==> src/assert_macros.svh <==
// assertion macros for the rtl, included by swd_host_transaction_engine
`ifndef ASSERT_MACROS_SVH
`define ASSERT_MACROS_SVH

// plain property checked on every rising edge outside reset
`define SWD_ASSERT(label, prop, msg) \
  label: assert property (@(posedge clk) disable iff (rst) (prop)) else $error(msg);

// same-cycle implication
`define SWD_ASSERT_IMPL(label, ante, cons, msg) \
  label: assert property (@(posedge clk) disable iff (rst) (ante) |-> (cons)) \
    else $error(msg);

// next-cycle implication
`define SWD_ASSERT_NEXT(label, ante, cons, msg) \
  label: assert property (@(posedge clk) disable iff (rst) (ante) |=> (cons)) \
    else $error(msg);

`endif

==> src/swd_pkg.sv <==
// types, codes and helper functions for the swd host transfer engine
package swd_pkg;

  localparam int LINE_RESET_CLOCKS = 50;
  localparam int BitCntW = 6;
  localparam int LenW = BitCntW + 1;

  localparam logic [2:0] CMD_TICK      = 3'd0;
  localparam logic [2:0] CMD_READ      = 3'd1;
  localparam logic [2:0] CMD_WRITE     = 3'd2;
  localparam logic [2:0] CMD_LINE_RST  = 3'd3;
  localparam logic [2:0] CMD_RST_SET   = 3'd4;
  localparam logic [2:0] CMD_RST_CLR   = 3'd5;

  localparam logic [2:0] STATUS_OK     = 3'd0;
  localparam logic [2:0] STATUS_WAIT   = 3'd1;
  localparam logic [2:0] STATUS_FAULT  = 3'd2;
  localparam logic [2:0] STATUS_BADACK = 3'd3;
  localparam logic [2:0] STATUS_PARITY = 3'd4;

  localparam logic [2:0] ACK_OK    = 3'b001;
  localparam logic [2:0] ACK_WAIT  = 3'b010;
  localparam logic [2:0] ACK_FAULT = 3'b100;

  localparam int HdrLen  = 8;
  localparam int AckLen  = 3;
  localparam int DataLen = 33;

  typedef enum logic [9:0] {
    PH_IDLE  = 10'b00_0000_0001,
    PH_LRST  = 10'b00_0000_0010,
    PH_LIDLE = 10'b00_0000_0100,
    PH_HDR   = 10'b00_0000_1000,
    PH_TRN1  = 10'b00_0001_0000,
    PH_ACK   = 10'b00_0010_0000,
    PH_TRN2  = 10'b00_0100_0000,
    PH_RDATA = 10'b00_1000_0000,
    PH_WDATA = 10'b01_0000_0000,
    PH_RIDLE = 10'b10_0000_0000
  } phase_t;

  // line drive for a phase: {data, output enable}
  typedef struct packed {
    logic dout;
    logic oe;
  } line_drive_t;

  function automatic logic [LenW-1:0] phase_len(phase_t ph);
    logic [LenW-1:0] len;
    case (ph)
      PH_LRST:  len = LenW'(LINE_RESET_CLOCKS);
      PH_HDR:   len = LenW'(HdrLen);
      PH_ACK:   len = LenW'(AckLen);
      PH_RDATA: len = LenW'(DataLen);
      PH_WDATA: len = LenW'(DataLen);
      default:  len = LenW'(1);
    endcase
    return len;
  endfunction

  function automatic line_drive_t drive(phase_t ph, logic hdr_bit, logic wr_bit);
    line_drive_t d;
    d.dout = 1'b0;
    d.oe   = 1'b1;
    case (ph)
      PH_LRST:  d.dout = 1'b1;
      PH_HDR:   d.dout = hdr_bit;
      PH_WDATA: d.dout = wr_bit;
      PH_TRN1, PH_ACK, PH_TRN2, PH_RDATA: d.oe = 1'b0;
      default:  d.oe = 1'b1;
    endcase
    return d;
  endfunction

  function automatic logic [2:0] ack_to_status(logic [2:0] ack);
    logic [2:0] st;
    case (ack)
      ACK_OK:    st = STATUS_OK;
      ACK_WAIT:  st = STATUS_WAIT;
      ACK_FAULT: st = STATUS_FAULT;
      default:   st = STATUS_BADACK;
    endcase
    return st;
  endfunction

endpackage

==> src/swd_host_transaction_engine.sv <==
// swd host transfer engine: input register, bus step logic, result register
//
// One input transfer is either a command (read, write, line reset, target
// reset set or clear) or a tick that steps the SWD bus by one clock tick.
// Every input transfer yields exactly one result transfer with the line
// levels for that tick, the target reset pin, busy/done flags, the status of
// the last operation and the last good read word.
// Both channels use valid/stall; a transfer moves when valid is high and
// stall is low. An accepted item is evaluated from the input register into
// the result register as soon as the result register is empty or its
// result moves. One item is taken every cycle while the receiver does not
// stall; the only recurrence is the bus state update, which is combinational.
// If the receiver stalls, the result register holds and the input register
// fills; after that in_stall is raised until the result moves. The user must
// write clock_divisor through cfg_wr_en/cfg_wr_data only while the block is
// idle; the block does not enforce it. It is the number of ticks per SWD bit
// period. Synchronous reset empties both registers, parks the bus idle,
// releases the target reset pin and sets clock_divisor to 30.
module swd_host_transaction_engine #(
  parameter int DIVIDER_BITS = 16
) (
  input  logic        clk,
  input  logic        rst,
  input  logic        cfg_wr_en,
  input  logic [16:0] cfg_wr_data,
  input  logic        in_valid,
  output logic        in_stall,
  input  logic [2:0]  cmd,
  input  logic        select_ap,
  input  logic [1:0]  reg_index,
  input  logic [31:0] write_data,
  input  logic        swdio_in,
  output logic        out_valid,
  input  logic        out_stall,
  output logic        swclk,
  output logic        swdio_out,
  output logic        swdio_oe,
  output logic        target_reset,
  output logic        busy_res,
  output logic        done_res,
  output logic [2:0]  status,
  output logic [31:0] read_data
);

  `include "assert_macros.svh"

  localparam int TickW = DIVIDER_BITS;
  localparam int DivW  = DIVIDER_BITS + 1;
  localparam logic [16:0] DivMax = 17'(1) << DIVIDER_BITS;

  // input register
  logic        s1_valid;
  logic [2:0]  s1_cmd;
  logic        s1_ap;
  logic [1:0]  s1_idx;
  logic [31:0] s1_wdata;
  logic        s1_sio;

  // bus state
  logic [16:0]                  clock_divisor;
  swd_pkg::phase_t              phase, phase_next;
  logic [swd_pkg::BitCntW-1:0]  bit_counter, bit_counter_next;
  logic [TickW-1:0]             tick_counter, tick_counter_next;
  logic [32:0]                  out_shift, out_shift_next;
  logic [32:0]                  in_shift, in_shift_next;
  logic [2:0]                   ack_bits, ack_bits_next;
  logic                         is_write_op, is_write_op_next;
  logic                         reset_pin, reset_pin_next;
  logic [31:0]                  read_word, read_word_next;
  logic [2:0]                   last_status, last_status_next;

  logic                  advance;
  logic                  in_accept;
  logic [DivW-1:0]       div_eff;
  logic [DivW-1:0]       tick_ext;
  logic                  bit_end;
  logic                  bit_last;
  logic [2:0]            ack_shifted;
  logic                  hdr_par;
  logic                  res_clk;
  logic                  res_done;
  swd_pkg::line_drive_t  res_drive;

  assign advance   = s1_valid && (!out_valid || !out_stall);
  assign in_stall  = s1_valid && !advance;
  assign in_accept = in_valid && !in_stall;

  // effective divisor: zero acts as one, large values saturate
  always_comb begin
    if (clock_divisor == 17'd0) begin
      div_eff = DivW'(1);
    end else if (clock_divisor > DivMax) begin
      div_eff = DivW'(DivMax);
    end else begin
      div_eff = clock_divisor[DivW-1:0];
    end
  end

  assign tick_ext    = {1'b0, tick_counter};
  assign bit_end     = tick_ext >= (div_eff - DivW'(1));
  assign bit_last    = ({1'b0, bit_counter} + swd_pkg::LenW'(1)) >= swd_pkg::phase_len(phase);
  assign ack_shifted = {s1_sio, ack_bits[2:1]};
  assign hdr_par     = s1_ap ^ (s1_cmd == swd_pkg::CMD_READ) ^ s1_idx[0] ^ s1_idx[1];

  always_comb begin
    phase_next       = phase;
    bit_counter_next = bit_counter;
    tick_counter_next = tick_counter;
    out_shift_next   = out_shift;
    in_shift_next    = in_shift;
    ack_bits_next    = ack_bits;
    is_write_op_next = is_write_op;
    reset_pin_next   = reset_pin;
    read_word_next   = read_word;
    last_status_next = last_status;
    res_clk          = 1'b0;
    res_done         = 1'b0;
    res_drive        = swd_pkg::drive(phase, in_shift[0], out_shift[0]);

    case (s1_cmd)
      swd_pkg::CMD_TICK: begin
        if (phase != swd_pkg::PH_IDLE) begin
          res_clk = tick_ext >= (div_eff >> 1);
          if (bit_end) begin
            tick_counter_next = '0;
            case (phase)
              swd_pkg::PH_HDR:   in_shift_next = in_shift >> 1;
              swd_pkg::PH_WDATA: out_shift_next = out_shift >> 1;
              swd_pkg::PH_ACK:   ack_bits_next = ack_shifted;
              swd_pkg::PH_RDATA: in_shift_next = {s1_sio, in_shift[32:1]};
              default: ;
            endcase
            if (!bit_last) begin
              bit_counter_next = bit_counter + swd_pkg::BitCntW'(1);
            end else begin
              bit_counter_next = '0;
              case (phase)
                swd_pkg::PH_LRST: phase_next = swd_pkg::PH_LIDLE;
                swd_pkg::PH_LIDLE: begin
                  last_status_next = swd_pkg::STATUS_OK;
                  phase_next = swd_pkg::PH_IDLE;
                  res_done = 1'b1;
                end
                swd_pkg::PH_HDR: begin
                  in_shift_next = '0;
                  phase_next = swd_pkg::PH_TRN1;
                end
                swd_pkg::PH_TRN1: phase_next = swd_pkg::PH_ACK;
                swd_pkg::PH_ACK: begin
                  if (!is_write_op && ack_shifted == swd_pkg::ACK_OK) begin
                    phase_next = swd_pkg::PH_RDATA;
                  end else begin
                    phase_next = swd_pkg::PH_TRN2;
                  end
                end
                swd_pkg::PH_RDATA: phase_next = swd_pkg::PH_TRN2;
                swd_pkg::PH_TRN2: begin
                  if (ack_bits == swd_pkg::ACK_OK) begin
                    phase_next = is_write_op ? swd_pkg::PH_WDATA : swd_pkg::PH_RIDLE;
                  end else begin
                    last_status_next = swd_pkg::ack_to_status(ack_bits);
                    phase_next = swd_pkg::PH_IDLE;
                    res_done = 1'b1;
                  end
                end
                swd_pkg::PH_WDATA: begin
                  last_status_next = swd_pkg::STATUS_OK;
                  phase_next = swd_pkg::PH_IDLE;
                  res_done = 1'b1;
                end
                swd_pkg::PH_RIDLE: begin
                  // parity bit sits above the data word
                  if (in_shift[32] == ^in_shift[31:0]) begin
                    read_word_next = in_shift[31:0];
                    last_status_next = swd_pkg::STATUS_OK;
                  end else begin
                    last_status_next = swd_pkg::STATUS_PARITY;
                  end
                  phase_next = swd_pkg::PH_IDLE;
                  res_done = 1'b1;
                end
                default: phase_next = swd_pkg::PH_IDLE;
              endcase
            end
          end else begin
            tick_counter_next = tick_counter + TickW'(1);
          end
        end
      end
      swd_pkg::CMD_READ, swd_pkg::CMD_WRITE: begin
        if (phase == swd_pkg::PH_IDLE) begin
          is_write_op_next = (s1_cmd == swd_pkg::CMD_WRITE);
          // start, APnDP, RnW, A[3:2], parity, stop, park
          in_shift_next = {25'd0, 1'b1, 1'b0, hdr_par, s1_idx,
                           (s1_cmd == swd_pkg::CMD_READ), s1_ap, 1'b1};
          out_shift_next = (s1_cmd == swd_pkg::CMD_WRITE) ? {^s1_wdata, s1_wdata} : 33'd0;
          ack_bits_next = '0;
          tick_counter_next = '0;
          bit_counter_next = '0;
          phase_next = swd_pkg::PH_HDR;
        end
        res_drive = swd_pkg::drive(phase_next, in_shift_next[0], out_shift_next[0]);
      end
      swd_pkg::CMD_LINE_RST: begin
        if (phase == swd_pkg::PH_IDLE) begin
          tick_counter_next = '0;
          bit_counter_next = '0;
          phase_next = swd_pkg::PH_LRST;
        end
        res_drive = swd_pkg::drive(phase_next, in_shift_next[0], out_shift_next[0]);
      end
      swd_pkg::CMD_RST_SET: reset_pin_next = 1'b1;
      swd_pkg::CMD_RST_CLR: reset_pin_next = 1'b0;
      default: ;
    endcase
  end

  always_ff @(posedge clk) begin
    if (rst) begin
      s1_valid <= 1'b0;
    end else begin
      s1_valid <= in_accept || (s1_valid && !advance);
    end
    if (in_accept) begin
      s1_cmd   <= cmd;
      s1_ap    <= select_ap;
      s1_idx   <= reg_index;
      s1_wdata <= write_data;
      s1_sio   <= swdio_in;
    end
  end

  always_ff @(posedge clk) begin
    if (rst) begin
      clock_divisor <= 17'd30;
      phase         <= swd_pkg::PH_IDLE;
      bit_counter   <= '0;
      tick_counter  <= '0;
      out_shift     <= '0;
      in_shift      <= '0;
      ack_bits      <= '0;
      is_write_op   <= 1'b0;
      reset_pin     <= 1'b0;
      read_word     <= '0;
      last_status   <= swd_pkg::STATUS_OK;
    end else begin
      if (cfg_wr_en) begin
        clock_divisor <= cfg_wr_data;
      end
      if (advance) begin
        phase        <= phase_next;
        bit_counter  <= bit_counter_next;
        tick_counter <= tick_counter_next;
        out_shift    <= out_shift_next;
        in_shift     <= in_shift_next;
        ack_bits     <= ack_bits_next;
        is_write_op  <= is_write_op_next;
        reset_pin    <= reset_pin_next;
        read_word    <= read_word_next;
        last_status  <= last_status_next;
      end
    end
  end

  always_ff @(posedge clk) begin
    if (rst) begin
      out_valid <= 1'b0;
    end else begin
      out_valid <= advance || (out_valid && out_stall);
    end
    if (advance) begin
      swclk        <= res_clk;
      swdio_out    <= res_drive.dout;
      swdio_oe     <= res_drive.oe;
      target_reset <= reset_pin_next;
      busy_res     <= (phase_next != swd_pkg::PH_IDLE);
      done_res     <= res_done;
      status       <= last_status_next;
      read_data    <= read_word_next;
    end
  end

  `SWD_ASSERT_IMPL(a_done_not_busy, out_valid && done_res, !busy_res,
    "done reported while still busy")
  `SWD_ASSERT_IMPL(a_clk_only_active, out_valid && swclk, busy_res || done_res,
    "swclk high with no operation running")
  `SWD_ASSERT_IMPL(a_release_only_active, out_valid && !swdio_oe, busy_res || done_res,
    "swdio released while bus idle")
  `SWD_ASSERT_NEXT(a_advance_fills_out, advance, out_valid,
    "evaluated item did not reach the result register")

endmodule

==> config.mk <==
export PLATFORM = sky130hd
export DESIGN_NAME = swd_host_transaction_engine
export DESIGN_NICKNAME = d
export VERILOG_FILES = /design/src/swd_pkg.sv /design/src/swd_host_transaction_engine.sv
export VERILOG_INCLUDE_DIRS = /design/src /design/src/src
export SDC_FILE = /design/constraint.sdc
export NUM_CORES = 1
export LEC_CHECK = 0
export BUFFER_PORTS_ARGS = -buffer_cell sky130_fd_sc_hd__buf_2
export CAP_MARGIN = 5
export CORE_MARGIN = 1.5
export CORE_UTILIZATION = 25
export DETAILED_ROUTE_END_ITERATION = 16
export PLACE_DENSITY = 0.38
export SYNTH_ARGS = -nofsm -noshare
export SYNTH_HDL_FRONTEND = slang
export SYNTH_SLANG_ARGS = --single-unit
export TNS_END_PERCENT = 50
==> constraint.sdc <==
create_clock -name clk -period 7.4 [get_ports clk]
set_input_delay 2.22 -clock clk [delete_from_list [all_inputs] [get_ports clk]]
set_output_delay 2.22 -clock clk [all_outputs]
set_load 0.005 [all_outputs]
==> flow_summary.ini <==
[global_route]
grt_pass1_vias = 8665
grt_util_all_layers = 0.131
grt.overflow.total = 0
grt_max_degree = 65
antenna_found_initial = 0
grt_pass1_wl_um = 49700

[placed_design]
place_area_sq_mm = 0.0126
dp_hpwl_um = 20900
pre_cts_ws_ns = 1.70
gp_congestion = 0.809
numPortBuffers = 103

[outcome]
outcome = finished, final reports clean

[power]
p_leak_nw = 4.92
worst_ir_drop_vdd_v = 0.000150
power_mw = 3.14
powerDensity_mw_per_mm2 = 230

[detailed_routing]
drt-total-wl_um = 30800
via_per_inst = 4.71
vias = 8654
drt_iter0_drc = 426
ant_nets = 0
drt_first_pass_iters = 5
post_drt_wl_per_cell_um = 16.7
drc = 0

[worst_setup_path]
path_class = reg -> reg
crit_family = simple AND/OR/NAND/NOR gates
crit_arrival_ns = 5.96
r2r_start = clock_divisor[3]
crit_chain = nor4_2, nand4_1, o31ai_1, o21a_1, or3_1, nor2_1, xor2_1, ha_1, nand4_1, nor3_1, o31ai_1, a21o_1, a211o_1, nor3b_4, buf_4, mux2_2
cp.required_ns = 7.71
ff2ff_path_depth = 16
crit_buf_inv = 1
regToRegEndpoint = read_data[0]
slowest_delay_ns = 0.74
crit_path_max_fanout = 23
cp_slowest_cell = o31ai_1
end_kind = register
reg2reg_slack_ns = 1.74
start_kind = register

[die]
core_area_sq_mm = 0.0455
die_x_um = 218
die-area_sq_mm = 0.0475
start_util = 0.254
fp-row-count = 78
chipHeight_um = 218
ios = 104

[layout]
fin_area_sq_mm = 0.0136
syn_to_final_growth_pct = 18.0
fillCellCount = 4742
fin_util = 0.300
drive_gt1_frac = 0.174
final_nets = 1315
n_antenna_cell = 0

[yosys]
yosys.area.top_type = dfxtp_1
synth-xor-area-share = 0.0617
syn_nets = 1229
yosysUniqueCellTypes = 73
syn-cell-area_sq_mm = 0.0116
muxShareOfSynthArea = 0.0788
ys_async_sr_fraction = 0
seq_area_frac_synth = 0.480
synth-seq-cells = 237
synth_compound_area_frac = 0.167
syn_inst = 1128
synth_edf_count = 80
yosys.area_share.simple = 0.138
synth_top_area_frac = 0.272
synth_flop_cell = dfxtp_1
synthAdderAreaFrac = 0.0433
synthTopCellsByArea = dfxtp_1 (27%), edfxtp_1 (21%), xnor2_1 (4.8%)
yosysWarnings = 0
synth_top_family_by_area = compound AO/OA/AOI/OAI gates
synth_area_per_cell_sq_um = 10.2

[clock_tree]
cts.clk_slew.worst_paths_ns = 0.06
cts_setup_buffers = 0
worst_skew_pair.late_latency_ns = 0.56
cts_tree = yes
htree_levels = 1
cts.sinks = 237
clock_path_buffers = 3
root_buffer = clkbuf_16
ctsResizeCount = 0
cts_buffers = 30
cts_hold_buf = 0

[sta]
slew_violations = 0
finalCriticalPeriod_ns = 5.66
setup_viol = 0
rsz0062_at_grt = no
timing.setup.tns_ns = 0
fmax_mhz = 177
relSlewSlack = 0.307
hold_viol = 0
clock_skew_ns = 0.0142
period_share = 0.765
worst_pin_slew_ns = 1.04
fin_ws_ns = 1.74

[min_path]
hp-class = reg -> reg
min_to = reset_pin
min_path_cells = 2
hp-start = reset_pin

[flow_run]
drv_cap = 0
-- per-stage QoR --
stage	instances	hold WS [ns]
floorplan	1128	0.437
global placement	1782	0.445
detailed placement	1782	0.452
CTS	1838	0.460
global route	1838	0.487
finish	1838	0.455
-- metal layers --
metal  vias to the layer above  share of wire  track usage
met1                      4116           0.48        0.181
met3                        48          0.036       0.0199
met2                       140           0.46        0.214
li1                       4350              -            -
met5                         -              0            0
met4                         0          0.025       0.0352
-- cell usage after synthesis, types with 39 or more instances --
cell type / n
dfxtp_1: 157
nor2_1: 140
edfxtp_1: 80
nand2_1: 78
xnor2_1: 63
mux2i_1: 55
a21oi_1: 50
o21ai_0: 44
a211oi_1: 40
ha_1: 40
a22oi_1: 39
clkbuf_1: 39
-- flip-flops by register name, summed over array words and instances (netlist names), 2 cells and up --
| register | flops |
|---|---|
| in_shift | 33 |
| ack_bits | 3 |
| last_status | 3 |
| phase | 10 |
| s1_idx | 2 |
| clock_divisor | 17 |
| tick_counter | 16 |
| s1_wdata | 32 |
| read_data | 32 |
| bit_counter | 6 |
| read_word | 32 |
| s1_cmd | 3 |
| status | 3 |
| out_shift | 33 |
-- final cells by class --
cell class,count,area (sq um),share of cell area
well taps,600,751,0.0550
repair buffers,116,616,0.0451
clock inverters,9,120,0.00881
multi-input cells,814,5670,0.416
inverters,15,56.3,0.00413
clock buffers,47,876,0.0642
flip-flops and latches,237,5550,0.407
-- cells in the final DEF, fill, tap and decap left out, drive strengths merged, types with 8 or more instances in the layout --
cell type,synthesis,routed
dfxtp,157,157
nor2,141,141
buf,23,116
edfxtp,80,80
nand2,78,78
xnor2,64,64
mux2i,55,55
a21oi,50,50
o21ai,47,47
clkbuf,39,47
a211oi,43,43
ha,40,40
a22oi,39,39
mux2,32,32
a22o,26,26
nor3,20,20
and3,14,14
xor2,14,14
nand3,14,14
inv,13,14
a311oi,13,13
nand2b,12,12
a21o,9,9
nand4,8,8
nor4,8,8
-- worst max path at each step --
stage	startpoint	end	cells past startpoint
2_1_floorplan	out_stall	in_stall	1
3_3_place_gp	clock_divisor[3]	read_data[26]	16
3_5_place_dp	clock_divisor[3]	read_data[29]	16
4_1_cts	clock_divisor[3]	read_data[0]	16
5_1_grt	clock_divisor[3]	read_data[29]	16
6_report	clock_divisor[3]	read_data[0]	16
-- cell families after synthesis --
logic type,count (synthesis)
muxes,87
DFF,237
xor gates and xnor gates,79
and+or+nand+nor,331
adders and majority gates,40
buffers and inverters,77
AOI/OAI and AO/OA,277
-- worst min-delay path: stages, from the launching register on --
cell and delay (ns):
dfxtp_1 0.31, nand2_1 0.05, a21oi_1 0.05
-- report_power, final --
group / switching [mW] / leakage [nW] / total [mW] / internal [mW]
clock: 0.562 / 0.491 / 1.47 / 0.910
sequential: 0.0303 / 2.01 / 1.42 / 1.38
combinational: 0.146 / 2.42 / 0.248 / 0.101
Power figures use the tool's default switching activity.
